`src/rlp_pkg.sv`:
```
// Shared types and constants for the RLP stream encoder.
`timescale 1ns / 1ps

package rlp_pkg;

   localparam int unsigned LenWidth   = 64;
   localparam int unsigned ValueWidth = 64;
   localparam int unsigned ByteWidth  = 8;
   localparam int unsigned CmdWidth   = 2;
   localparam int unsigned FrameBytes = 9;
   localparam int unsigned CountWidth = 4;
   localparam int unsigned WordBytes  = 8;

   localparam logic [ByteWidth-1:0] StrOffset  = 8'h80;
   localparam logic [ByteWidth-1:0] ListOffset = 8'hC0;
   localparam logic [ByteWidth-1:0] LongBase   = 8'd55;
   localparam logic [ByteWidth-1:0] SingleHdr  = 8'h81;
   localparam logic [LenWidth-1:0]  ShortLimit = 64'd56;

   typedef enum logic [CmdWidth-1:0] {
      CMD_STRING = 2'd0,
      CMD_LIST   = 2'd1,
      CMD_UINT   = 2'd2,
      CMD_DATA   = 2'd3
   } cmd_type;

   typedef logic [ByteWidth-1:0]  byte_type;
   typedef logic [CountWidth-1:0] count_type;

   typedef struct packed {
      logic [CmdWidth-1:0]   command;
      logic [LenWidth-1:0]   item_length;
      logic [ValueWidth-1:0] uint_value;
      byte_type              data_byte;
   } req_item_type;

   typedef struct packed {
      byte_type [FrameBytes-1:0] bytes;
      count_type                 count;
   } frame_type;

endpackage

```
`src/rlp_stream_if.sv`:
```
// Handshake channels for request items and encoded byte results.
`timescale 1ns / 1ps

interface rlp_req_if import rlp_pkg::*; ();
   logic                  valid;
   logic                  ready;
   logic [CmdWidth-1:0]   command;
   logic [LenWidth-1:0]   item_length;
   logic [ValueWidth-1:0] uint_value;
   logic [ByteWidth-1:0]  data_byte;

   modport source (output valid, command, item_length, uint_value, data_byte, input ready);
   modport sink   (input valid, command, item_length, uint_value, data_byte, output ready);
endinterface

interface rlp_rsp_if import rlp_pkg::*; ();
   logic                 valid;
   logic                 ready;
   logic [ByteWidth-1:0] out_byte;
   logic                 last_of_run;

   modport source (output valid, out_byte, last_of_run, input ready);
   modport sink   (input valid, out_byte, last_of_run, output ready);
endinterface

```
`src/rlp_stream_encoder.sv`:
```
// Top level of the RLP stream encoder: input register, frame builder, serializer.
// An item is registered in the input stage, then its frame is loaded into the
// serializer register, whose first byte appears on rsp. Throughput: one item per
// cycle for one-byte items while rsp is ready; an item giving n bytes holds the input
// while its frame shifts out (n up to 9). A one-byte string gives no byte.
// Reset (synchronous, active high) empties both stages and clears the deferred header.
`timescale 1ns / 1ps

module rlp_stream_encoder import rlp_pkg::*; (
   input  logic      clock,
   input  logic      reset,
   rlp_req_if.sink   req_chan,
   rlp_rsp_if.source rsp_chan
);

   req_item_type item_ff, item_in;
   logic         stage_valid_ff, stage_valid_in;
   logic         pending_ff, pending_in;
   logic         pending_next;
   logic         load_ok;
   logic         stage_take;
   logic         req_take;
   frame_type    frame;

   assign stage_take     = stage_valid_ff && load_ok;
   assign req_chan.ready = !stage_valid_ff || load_ok;
   assign req_take       = req_chan.valid && req_chan.ready;

   // Capture the incoming item; hold it until the serializer takes its frame
   always_comb begin
      item_in        = req_take ? {req_chan.command, req_chan.item_length,
                                   req_chan.uint_value, req_chan.data_byte} : item_ff;
      stage_valid_in = req_take ? 1'b1 : (stage_take ? 1'b0 : stage_valid_ff);
      pending_in     = stage_take ? pending_next : pending_ff;
   end

   always_ff @(posedge clock) begin
      if (reset) begin
         stage_valid_ff <= 1'b0;
         pending_ff     <= 1'b0;
      end else begin
         stage_valid_ff <= stage_valid_in;
         pending_ff     <= pending_in;
      end
      item_ff <= item_in;
   end

   rlp_frame_build u_build (
      .item         (item_ff),
      .pending      (pending_ff),
      .frame        (frame),
      .pending_next (pending_next)
   );

   rlp_serializer u_ser (
      .clock    (clock),
      .reset    (reset),
      .frame    (frame),
      .load     (stage_take),
      .load_ok  (load_ok),
      .rsp_chan (rsp_chan)
   );

`ifndef SYNTHESIS
   a_pending_src: assert property (@(posedge clock) disable iff (reset)
      (!$past(reset) && $rose(pending_ff)) |-> $past(stage_take))
      else $error("deferred header set without a taken item");
   a_empty_ready: assert property (@(posedge clock) disable iff (reset)
      !stage_valid_ff |-> req_chan.ready)
      else $error("empty stage refuses an item");
   a_held: assert property (@(posedge clock) disable iff (reset)
      (stage_valid_ff && !load_ok) |=> (stage_valid_ff && $stable(item_ff)))
      else $error("stalled item lost");
`endif

endmodule

```
`src/rlp_frame_build.sv`:
```
// Builds the full byte frame (header plus big-endian bytes) for one item.
`timescale 1ns / 1ps

module rlp_frame_build import rlp_pkg::*; (
   input  req_item_type item,
   input  logic         pending,
   output frame_type    frame,
   output logic         pending_next
);

   logic [ValueWidth-1:0] word;
   count_type             nbytes;
   logic [6:0]            shamt;
   logic [ValueWidth-1:0] aligned;
   byte_type              offset;
   byte_type              long_hdr;

   // Pick the value whose bytes may follow the header
   assign word = (item.command == CMD_UINT) ? item.uint_value : item.item_length;

   // Count significant bytes of the word
   always_comb begin
      nbytes = '0;
      for (int i = 0; i < WordBytes; i++) begin
         if (word[i*ByteWidth +: ByteWidth] != '0) begin
            nbytes = count_type'(i + 1);
         end
      end
   end

   // Left-align the significant bytes so they read out from the top
   assign shamt   = 7'({4'(WordBytes) - nbytes, 3'b000});
   assign aligned = word << shamt;

   assign offset   = (item.command == CMD_LIST) ? ListOffset : StrOffset;
   assign long_hdr = (item.command == CMD_UINT) ? (StrOffset + {4'b0, nbytes})
                                                : (offset + LongBase + {4'b0, nbytes});

   // Assemble the frame for the command
   always_comb begin
      frame.bytes = '0;
      frame.count = '0;
      for (int i = 0; i < WordBytes; i++) begin
         frame.bytes[i+1] = aligned[ValueWidth-1-i*ByteWidth -: ByteWidth];
      end
      case (item.command)
         CMD_DATA: begin
            if (pending && item.data_byte >= StrOffset) begin
               frame.bytes[0] = SingleHdr;
               frame.bytes[1] = item.data_byte;
               frame.count    = count_type'(2);
            end else begin
               frame.bytes[0] = item.data_byte;
               frame.count    = count_type'(1);
            end
         end
         CMD_STRING, CMD_LIST: begin
            if (item.command == CMD_STRING && item.item_length == 64'd1) begin
               frame.count = '0;
            end else if (item.item_length < ShortLimit) begin
               frame.bytes[0] = offset + item.item_length[ByteWidth-1:0];
               frame.count    = count_type'(1);
            end else begin
               frame.bytes[0] = long_hdr;
               frame.count    = nbytes + count_type'(1);
            end
         end
         CMD_UINT: begin
            if (item.uint_value == '0) begin
               frame.bytes[0] = StrOffset;
               frame.count    = count_type'(1);
            end else if (item.uint_value < 64'(StrOffset)) begin
               frame.bytes[0] = item.uint_value[ByteWidth-1:0];
               frame.count    = count_type'(1);
            end else begin
               frame.bytes[0] = long_hdr;
               frame.count    = nbytes + count_type'(1);
            end
         end
         default: begin
            frame.count = '0;
         end
      endcase
   end

   // Defer the header of a one-byte string; any other item clears it
   assign pending_next = (item.command == CMD_STRING) && (item.item_length == 64'd1);

endmodule

```
`src/rlp_serializer.sv`:
```
// Shifts a loaded frame out on the result channel, one byte per cycle while it is ready.
`timescale 1ns / 1ps

module rlp_serializer import rlp_pkg::*; (
   input  logic      clock,
   input  logic      reset,
   input  frame_type frame,
   input  logic      load,
   output logic      load_ok,
   rlp_rsp_if.source rsp_chan
);

   byte_type [FrameBytes-1:0] bytes_ff, bytes_in;
   count_type                 rem_ff, rem_in;
   logic                      emit;

   assign emit    = (rem_ff != '0) && rsp_chan.ready;
   assign load_ok = (rem_ff == '0) || ((rem_ff == count_type'(1)) && rsp_chan.ready);

   // Load a new frame, or advance by one byte on each taken byte
   always_comb begin
      bytes_in = bytes_ff;
      rem_in   = rem_ff;
      if (load) begin
         bytes_in = frame.bytes;
         rem_in   = frame.count;
      end else if (emit) begin
         for (int i = 0; i < FrameBytes - 1; i++) begin
            bytes_in[i] = bytes_ff[i+1];
         end
         rem_in = rem_ff - count_type'(1);
      end
   end

   always_ff @(posedge clock) begin
      if (reset) begin
         rem_ff <= '0;
      end else begin
         rem_ff <= rem_in;
      end
      bytes_ff <= bytes_in;
   end

   assign rsp_chan.valid       = (rem_ff != '0);
   assign rsp_chan.out_byte    = bytes_ff[0];
   assign rsp_chan.last_of_run = (rem_ff == count_type'(1));

`ifndef SYNTHESIS
   a_load_fits: assert property (@(posedge clock) disable iff (reset)
      load |-> (frame.count <= count_type'(FrameBytes)))
      else $error("frame longer than buffer");
   a_rem_bound: assert property (@(posedge clock) disable iff (reset)
      rem_ff <= count_type'(FrameBytes))
      else $error("remaining count out of range");
   a_load_safe: assert property (@(posedge clock) disable iff (reset)
      load |-> load_ok)
      else $error("frame loaded over unsent bytes");
   a_drain: assert property (@(posedge clock) disable iff (reset)
      (rem_ff == count_type'(1) && rsp_chan.ready && !load) |=> (rem_ff == '0))
      else $error("last byte not retired");
`endif

endmodule

```
`src/flat_wrapper.sv`:
```
// flat-port wrapper written by rule: the top's interface ports become plain ports
module rlp_stream_encoder_flat import rlp_pkg::*;
  (clock, reset, req_chan_valid, req_chan_command, req_chan_item_length, req_chan_uint_value, req_chan_data_byte, req_chan_ready, rsp_chan_valid, rsp_chan_out_byte, rsp_chan_last_of_run, rsp_chan_ready);
  rlp_req_if req_chan_i ();
  rlp_rsp_if rsp_chan_i ();
  input  logic clock;
  input  logic reset;
  input wire logic [$bits(req_chan_i.valid)-1:0] req_chan_valid;
  input wire logic [$bits(req_chan_i.command)-1:0] req_chan_command;
  input wire logic [$bits(req_chan_i.item_length)-1:0] req_chan_item_length;
  input wire logic [$bits(req_chan_i.uint_value)-1:0] req_chan_uint_value;
  input wire logic [$bits(req_chan_i.data_byte)-1:0] req_chan_data_byte;
  output wire logic [$bits(req_chan_i.ready)-1:0] req_chan_ready;
  output wire logic [$bits(rsp_chan_i.valid)-1:0] rsp_chan_valid;
  output wire logic [$bits(rsp_chan_i.out_byte)-1:0] rsp_chan_out_byte;
  output wire logic [$bits(rsp_chan_i.last_of_run)-1:0] rsp_chan_last_of_run;
  input wire logic [$bits(rsp_chan_i.ready)-1:0] rsp_chan_ready;
  assign req_chan_i.valid = req_chan_valid;
  assign req_chan_i.command = req_chan_command;
  assign req_chan_i.item_length = req_chan_item_length;
  assign req_chan_i.uint_value = req_chan_uint_value;
  assign req_chan_i.data_byte = req_chan_data_byte;
  assign req_chan_ready = req_chan_i.ready;
  assign rsp_chan_valid = rsp_chan_i.valid;
  assign rsp_chan_out_byte = rsp_chan_i.out_byte;
  assign rsp_chan_last_of_run = rsp_chan_i.last_of_run;
  assign rsp_chan_i.ready = rsp_chan_ready;
  rlp_stream_encoder u_core (.clock(clock), .reset(reset), .req_chan(req_chan_i), .rsp_chan(rsp_chan_i));
endmodule
```
`config.mk`:
```
export PLATFORM = sky130hd
export DESIGN_NAME = rlp_stream_encoder_flat
export DESIGN_NICKNAME = d
export VERILOG_FILES = /design/src/rlp_pkg.sv /design/src/rlp_stream_if.sv /design/src/rlp_stream_encoder.sv /design/src/rlp_frame_build.sv /design/src/rlp_serializer.sv /design/src/flat_wrapper.sv
export SDC_FILE = /design/constraint.sdc
export NUM_CORES = 1
export LEC_CHECK = 0
export BUFFER_PORTS_ARGS = -buffer_cell sky130_fd_sc_hd__buf_2
export CAP_MARGIN = 40
export CORE_ASPECT_RATIO = 1.1
export CORE_MARGIN = 2
export CORE_UTILIZATION = 59
export CTS_CLUSTER_DIAMETER = 60
export DETAILED_ROUTE_END_ITERATION = 16
export PLACE_DENSITY = 0.92
export SKIP_CTS_REPAIR_TIMING = 1
export SLEW_MARGIN = 20
export SYNTH_ARGS = -nofsm -noshare
export SYNTH_HDL_FRONTEND = slang
export SYNTH_HIERARCHICAL = 1
export SYNTH_SLANG_ARGS = --single-unit
```
`constraint.sdc`:
```
create_clock -name clock -period 5.9 [get_ports clock]
set_clock_uncertainty 0.2 [all_clocks]
set_input_delay 0.59 -clock clock [delete_from_list [all_inputs] [get_ports clock]]
set_output_delay 0.59 -clock clock [all_outputs]
set_load 0.02 [all_outputs]
```
==> results of run 1 <==
==> metal layers <==
| metal | up-vias | GRT usage (%) | part of all wire [%] |
|---|---|---|---|
| met5 | - | 0 | 0 |
| met4 | 0 | 19.7 | 6.2 |
| met3 | 193 | 9.34 | 12 |
| met2 | 847 | 60.1 | 46 |
| met1 | 4743 | 47.9 | 35 |
| li1 | 4323 | - | - |
==> worst max-delay path, stage by stage, from the launching register on <==
cell      delay (ps)
edfxtp_1         540
nand2b_4         640
buf_4            380
o21a_1           240
a21oi_1           70
nand3b_1         160
a31oi_1          440
ha_1             340
inv_1            100
buf_4            260
mux4_2           330
a221oi_1         540
o31ai_1          130
a31o_1           220
mux2_2           260
==> Yosys cell counts, drive strengths merged (4+ instances only) <==
cell,n
edfxtp,210
nor2,103
nand2,102
mux2,71
buf,51
a21oi,50
mux2i,49
o21ai,39
nor4,33
clkbuf,27
nand3,24
o22ai,22
a211oi,19
o221ai,19
nor3,15
o21a,13
and2,12
o22a,10
or3,10
a221oi,9
a22oi,9
inv,8
mux4,8
nand4,8
o211ai,8
o31ai,7
a31oi,6
dfxtp,6
o311ai,6
ha,5
o221a,5
and3,4
nand2b,4
or4,4
==> area by class of cell <==
| cell class | count | area share (%) |
|---|---|---|
| Tap cell | 252 | 2.30 |
| Timing Repair Buffer | 190 | 7.96 |
| Clock buffer | 27 | 4.30 |
| Clock inverter | 14 | 0.930 |
| Sequential cell | 216 | 46.8 |
| Inverter | 8 | 0.219 |
| Multi-Input combinational cell | 730 | 37.5 |
==> flip-flops by register name (all words and copies together), names as in the netlist <==
name / flops
u_core/u_ser/bytes_ff: 64
u_core/u_ser/rsp_chan.out_byte: 8
u_core/item_ff: 138
u_core/u_ser/rem_ff: 4
u_core/stage_valid_ff: 1
u_core/pending_ff: 1
==> stage by stage <==
stage / setup slack [ps] / utilization, %
after floorplan: 421 / -
after global placement: 672 / 65.0
after detailed placement: 564 / 65.2
after CTS: 549 / 68.8
after global routing: 609 / 69.1
final: 762 / 69.1
==> kinds of logic (layout without fill, tap and decap cells) <==
group / count (synthesis) / count (layout) / synth area share [%]
buffers and inverters: 86 / 239 / 3.70
AND/OR/NAND/NOR: 331 / 331 / 13.5
XOR/XNOR: 5 / 5 / 0.522
AO/OA/AOI/OAI: 261 / 261 / 15.9
flip-flops: 216 / 216 / 53.6
adder cells (fa/ha/maj): 5 / 5 / 0.521
multiplexers: 128 / 128 / 12.3
==> worst min path at each step <==
stage                                                to  cells after the start  slack [ps]
global placement     u_core/stage_valid_ff$_SDFFE_PP0P_                      2         330
floorplan                u_core/pending_ff$_SDFFE_PP0P_                      2         320
CTS                        u_core/item_ff[23]$_DFFE_PP_                      1          30
finish                     u_core/item_ff[94]$_DFFE_PP_                      1          40
detailed placement  u_core/u_ser/bytes_ff[40]$_DFFE_PP_                      1         340
global route               u_core/item_ff[23]$_DFFE_PP_                      1          30
==> power by group through the flow <==
stage	sequential [uW]	clock, uW	combinational (uW)
after floorplan	2490	0	1090
after global placement	2580	0	1450
after detailed placement	2580	0	1490
after CTS	2560	1410	1500
after global routing	2580	1470	1650
final	2560	1400	1570
==> summary.md, run 1 <==
| Metric | Value |
|---|---|
| TNS Setup | `0 ps` |
| Leading post-synthesis cells by cell area | `edfxtp_1, mux2_2, mux2i_1` |
| Die height | `154 um` |
| Layout cells sized above 1 | `28.8%` |
| Reg2Reg Depth | `14` |
| Internal power | `3740 uW` |
| Status | `completed` |
| VDD IR max | `0.000485 V` |
| Root Driver | `clkbuf_16` |
| Synthesized area | `12000 um^2` |
| Crit path capture type | `flip-flop` |
| Initial antenna violation count | `0` |
| Area Growth Syn to Fin | `14.4%` |
| Clock sink total | `216` |
| Part of the power in registers | `46.4%` |
| Final HPWL DP | `30.5 mm` |
| Bufs on Longest Clock Path | `3` |
| Core ar. | `19900 um^2` |
| Die W | `140 um` |
| Min-Delay Path Class | `in2reg` |
| Power share of the combinational group | `28.4%` |
| WP data required | `5970 ps` |
| #FFs+latches synth | `216` |
| Slew HR | `31.9%` |
| Drt first pass iters | `9` |
| Psw | `1790 uW` |
| Top-area cell type share of the netlist area | `52.6%` |
| Iteration-0 DRC Markers | `1488` |
| Num rows | `54` |
| Die area | `21500 um^2` |
| Worst R2R End | `u_core/u_ser/bytes_ff[14]$_DFFE_PP_` |
| Leak pwr | `0.00509 uW` |
| First-pass GRT wire length | `60.9 mm` |
| Crit path DAT | `5210 ps` |
| Worst Tran Pin Value | `994 ps` |
| Vias in the first global route | `9824` |
| Placer Congestion | `1.09` |
| R2R Setup Slk | `760 ps` |
| Design Area, Final | `13700 um^2` |
| Final wirelength | `41.4 mm` |
| Clock transition at the registers of the reported paths | `60 ps` |
| Skew-Pair Late Insertion Delay | `520 ps` |
| # IOs | `153` |
| Multi-input logic area | `5150 um^2` |
| Slew Limit Fails | `0` |
| Final Hold Viols | `0` |
| Max-cap violation count | `0` |
| Level count of the clock H-tree | `1` |
| Final std cells w/o fill | `1437` |
| PnR Total Power | `5530 uW` |
| Commonest non-fill, non-tap cell in the layout | `edfxtp_1` |
| Critical path peak fanout | `53` |
| Hold Path Origin | `req_chan_item_length[22]` |
| Yosys warnings | `6` |
| Yosys top cell by area | `edfxtp_1` |
| # fillers | `1488` |
| Placed Area | `13000 um^2` |
| WHS | `44.7 ps` |
| CTS Buf Count | `23` |
| Setup crit start kind | `flip-flop` |
| EDFF count, synth | `210` |
| R2r startpoint | `u_core/item_ff[136]$_DFFE_PP_` |
| Final setup viols | `0` |
| Async SR Flop Fraction | `0%` |
| Final clock period utilization by the worst path | `87.1%` |
| CTS tree | `done` |
| Clock Power Share | `25.2%` |
| Initial Util | `60.4%` |
| Synth cell types | `89` |
| Top FF cell, synth | `edfxtp_1` |
| Fmax | `0.195 GHz` |
| Most frequent cells in the layout | `edfxtp_1, buf_2, nor2_1` |
| Net Count, Synth | `1179` |
| Dpl cells | `1391` |
| Gr usage total | `37.6%` |
| Tmin final | `5140 ps` |
| Ant. Diodes | `0` |
| Remaining Overflow, GRT | `0` |
| Via count | `10100` |
| Critical path startpoint | `u_core/item_ff[136]$_DFFE_PP_` |
| DRC Markers | `0` |
| Net Sw Frac | `32.4%` |
| Nets | `1316` |
| Port Buffers | `152` |
| Avg Cell Area, Syn | `11.6 um^2` |
| PwrDens | `403 nW/um^2` |
| DR WL/cell | `28.8 um` |
| Final ANT Viol Nets | `0` |
| RSZ-0062 raised after global routing | `no` |
| Mapped Cells | `1032` |
| Register Area | `6430 um^2` |
| Seq/Total Area, Yosys | `53.6%` |
| WS Path Type | `reg2reg` |
| Vias/cell | `7.03` |
| Largest net degree at the start of global routing | `139` |
| CP endpoint | `u_core/u_ser/bytes_ff[14]$_DFFE_PP_` |
Note: power is estimated with default switching activity, not from simulation.
==> run 2: changes to the inputs <==
--- a/config.mk
+++ b/config.mk
@@ -12,7 +12,7 @@
 export CORE_UTILIZATION = 59
 export CTS_CLUSTER_DIAMETER = 60
 export DETAILED_ROUTE_END_ITERATION = 16
-export PLACE_DENSITY = 0.92
+export PLACE_DENSITY_LB_ADDON = 0.05
 export SKIP_CTS_REPAIR_TIMING = 1
 export SLEW_MARGIN = 20
 export SYNTH_ARGS = -nofsm -noshare
==> run 2 against run 1 <==
Cell count is essentially flat. Flip-flop and latch count is the same. Combinational power is essentially flat. Register-to-register slack lost 120 ps. Sequential power is essentially flat. Clock power grew 20%. Hold slack lost 12 ps. Design area grew 1.3%. Utilization grew 0.93 points. Non-clock buffer count shrank 1. Count of clock-buffer cells in the layout shrank 1. Critical path type unchanged. Highest routed layer unchanged.
==> summary.md, run 2 (synthesis gave the netlist of run 1 again) <==
| Metric | Value |
|---|---|
| Status | `completed` |
| Final ANT Viol Nets | `0 (unchanged)` |
| Vias/cell | `6.87 (-2.2%)` |
| Slew HR | `41.3% (+9.5 points)` |
| Level count of the clock H-tree | `1 (unchanged)` |
| Hold Path Origin | `req_chan_uint_value[2]` |
| Min-Delay Path Class | `in2reg` |
| Final setup viols | `0 (unchanged)` |
| Slew Limit Fails | `0 (unchanged)` |
| Gr usage total | `36.8% (-0.83 points)` |
| Worst slack at placement | `804 ps (+240 ps)` |
| Bufs on Longest Clock Path | `3 (unchanged)` |
| Max-cap violation count | `0 (unchanged)` |
| DRC Markers | `0 (unchanged)` |
| Drt first pass iters | `6 (-3)` |
| Layout cells sized above 1 | `29.1% (+0.31 points)` |
| Max FFs per register | `138 (unchanged)` |
| Family with the most delay on the worst path | `compound AO/OA/AOI/OAI gates` |
| Worst Hold Path EP | `u_core/item_ff[10]$_DFFE_PP_` |
| Skew-Pair Late Insertion Delay | `530 ps (about the same)` |
| R2r startpoint | `u_core/item_ff[117]$_DFFE_PP_` |
| Iteration-0 DRC Markers | `1578 (+6.0%)` |
| TNS Setup | `0 ps (unchanged)` |
| Post-route setup slack | `641 ps (-121 ps)` |
| Die W | `140 um (unchanged)` |
| Setup crit start kind | `flip-flop` |
| First-pass GRT wire length | `59.6 mm (-2.1%)` |
| PwrDens | `416 nW/um^2 (+3.4%)` |
| VDD IR max | `0.000498 V (+2.7%)` |
| Num rows | `54 (unchanged)` |
| RSZ-0062 raised after global routing | `no` |
| Area Growth Syn to Fin | `16.0%` |
| Nets | `1316 (unchanged)` |
| Ant. Diodes | `0 (unchanged)` |
| CP max stage delay | `740 ps (+100 ps)` |
| Slowest cell on crit path | `o31ai_4` |
| Final core utilization | `70.0% (+0.93 points)` |
| # IOs | `153 (unchanged)` |
| Hold Crit Depth | `1 (unchanged)` |
| DR WL/cell | `27.7 um (-3.6%)` |
| Final clock period utilization by the worst path | `89.1% (+2.1 points)` |
| Largest net degree at the start of global routing | `139 (unchanged)` |
| Crit path capture type | `flip-flop` |
| Commonest non-fill, non-tap cell in the layout | `edfxtp_1` |
| Crit path DAT | `5340 ps (+130 ps)` |
| Vias in the first global route | `9528 (-3.0%)` |
| Leak pwr | `0.00519 uW (+1.9%)` |
| Clock sink total | `216 (unchanged)` |
| Initial antenna violation count | `0 (unchanged)` |
| Clock transition at the registers of the reported paths | `60 ps (about the same)` |
| Largest Register | `u_core/item_ff` |
| Final HPWL DP | `29.3 mm (-3.8%)` |
| Worst R2R End | `u_core/u_ser/bytes_ff[9]$_DFFE_PP_` |
| CTS tree | `done` |
| Worst Tran Pin Value | `856 ps (-138 ps)` |
| Final wirelength | `39.9 mm (-3.6%)` |
| Die area | `21500 um^2 (unchanged)` |
| Reg2Reg Depth | `13 (-1)` |
| CTS Buf Count | `24 (+4.3%)` |
| Tmin final | `5260 ps (+121 ps)` |
| Crit path buf inv count | `2 (-1)` |
| WS Path Type | `reg2reg` |
| Initial Util | `60.4% (unchanged)` |
| R2R Setup Slk | `640 ps (-120 ps)` |
| Remaining Overflow, GRT | `0 (unchanged)` |
| WP data required | `5980 ps (about the same)` |
| Port Buffers | `152 (unchanged)` |
| # fillers | `1413 (-5.0%)` |
| Placer Congestion | `1.01 (-7.5%)` |
| Final Hold Viols | `0 (unchanged)` |
| Core ar. | `19900 um^2 (unchanged)` |
| Critical path peak fanout | `14 (-74%)` |
| Fmax | `0.190 GHz (-2.3%)` |
| Most frequent cells in the layout | `edfxtp_1, buf_2, nor2_1` |
| Root Driver | `clkbuf_16` |
| Via count | `9886 (-2.2%)` |
| Crit-path cells | `nor4_1 -> nand3_1 -> o21ai_2 -> o21ai_0 -> o31ai_4 -> ha_1 -> inv_1 -> buf_4 -> mux4_2 -> a221oi_1 -> a21oi_1 -> a22o_1 -> mux2_2` |
| Die height | `154 um (unchanged)` |
run 2: metal layers:
metal	vias up	track usage, %	part of all wire [%]
li1	4315	-	-
met1	4677	52.0	39
met2	744	56.2	45
met3	150	7.26	11
met4	0	15.6	5.3
met5	-	0	0
run 2: where the power goes:
group	total [uW]	internal, uW	switching (uW)
Clock	1680	1040	633
Combinational	1560	626	929
Sequential	2560	2310	252
Total	5790	3980	1810
run 2: stage by stage:
stage / total power, uW / area (um^2) / hold WS, ps / std cells
2_1_floorplan: 3580 / 12000 / 316 / 1032
3_3_place_gp: 3990 / 12900 / 324 / 1389
3_5_place_dp: 4060 / 13000 / 336 / 1394
4_1_cts: 5750 / 13900 / 22.0 / 1437
5_1_grt: 5990 / 13900 / 24.1 / 1438
6_report: 5790 / 13900 / 32.7 / 1438
run 2: how the worst max path moves through the flow:
stage,depth (start not counted),from,slack [ps],to
2_1_floorplan,6,u_core/u_ser/rem_ff[1]$_SDFFE_PP0P_,420,u_core/item_ff[0]$_DFFE_PP_
5_1_grt,13,u_core/item_ff[117]$_DFFE_PP_,520,u_core/u_ser/bytes_ff[9]$_DFFE_PP_
3_3_place_gp,13,u_core/item_ff[117]$_DFFE_PP_,980,u_core/u_ser/bytes_ff[9]$_DFFE_PP_
6_report,13,u_core/item_ff[117]$_DFFE_PP_,640,u_core/u_ser/bytes_ff[9]$_DFFE_PP_
3_5_place_dp,13,u_core/item_ff[117]$_DFFE_PP_,800,u_core/u_ser/bytes_ff[9]$_DFFE_PP_
4_1_cts,13,u_core/item_ff[117]$_DFFE_PP_,800,u_core/u_ser/bytes_ff[9]$_DFFE_PP_
run 2: worst register-to-register path, stage by stage, from the launching register on:
cell and delay (ps):
edfxtp_1 460, nor4_1 670, nand3_1 230, o21ai_2 180, o21ai_0 310, o31ai_4 740
ha_1 370, inv_1 320, buf_4 250, mux4_2 300, a221oi_1 360, a21oi_1 130
a22o_1 220, mux2_2 270
run 2: final cells by class:
class	count	area, um^2	area share, %
sequential	216	6430	46.2
multi-input combinational	730	5150	37.0
timing repair buffer	189	1100	7.93
clock buffer	26	629	4.52
tap	252	315	2.27
clock inverter	17	263	1.89
inverter	8	30.0	0.216
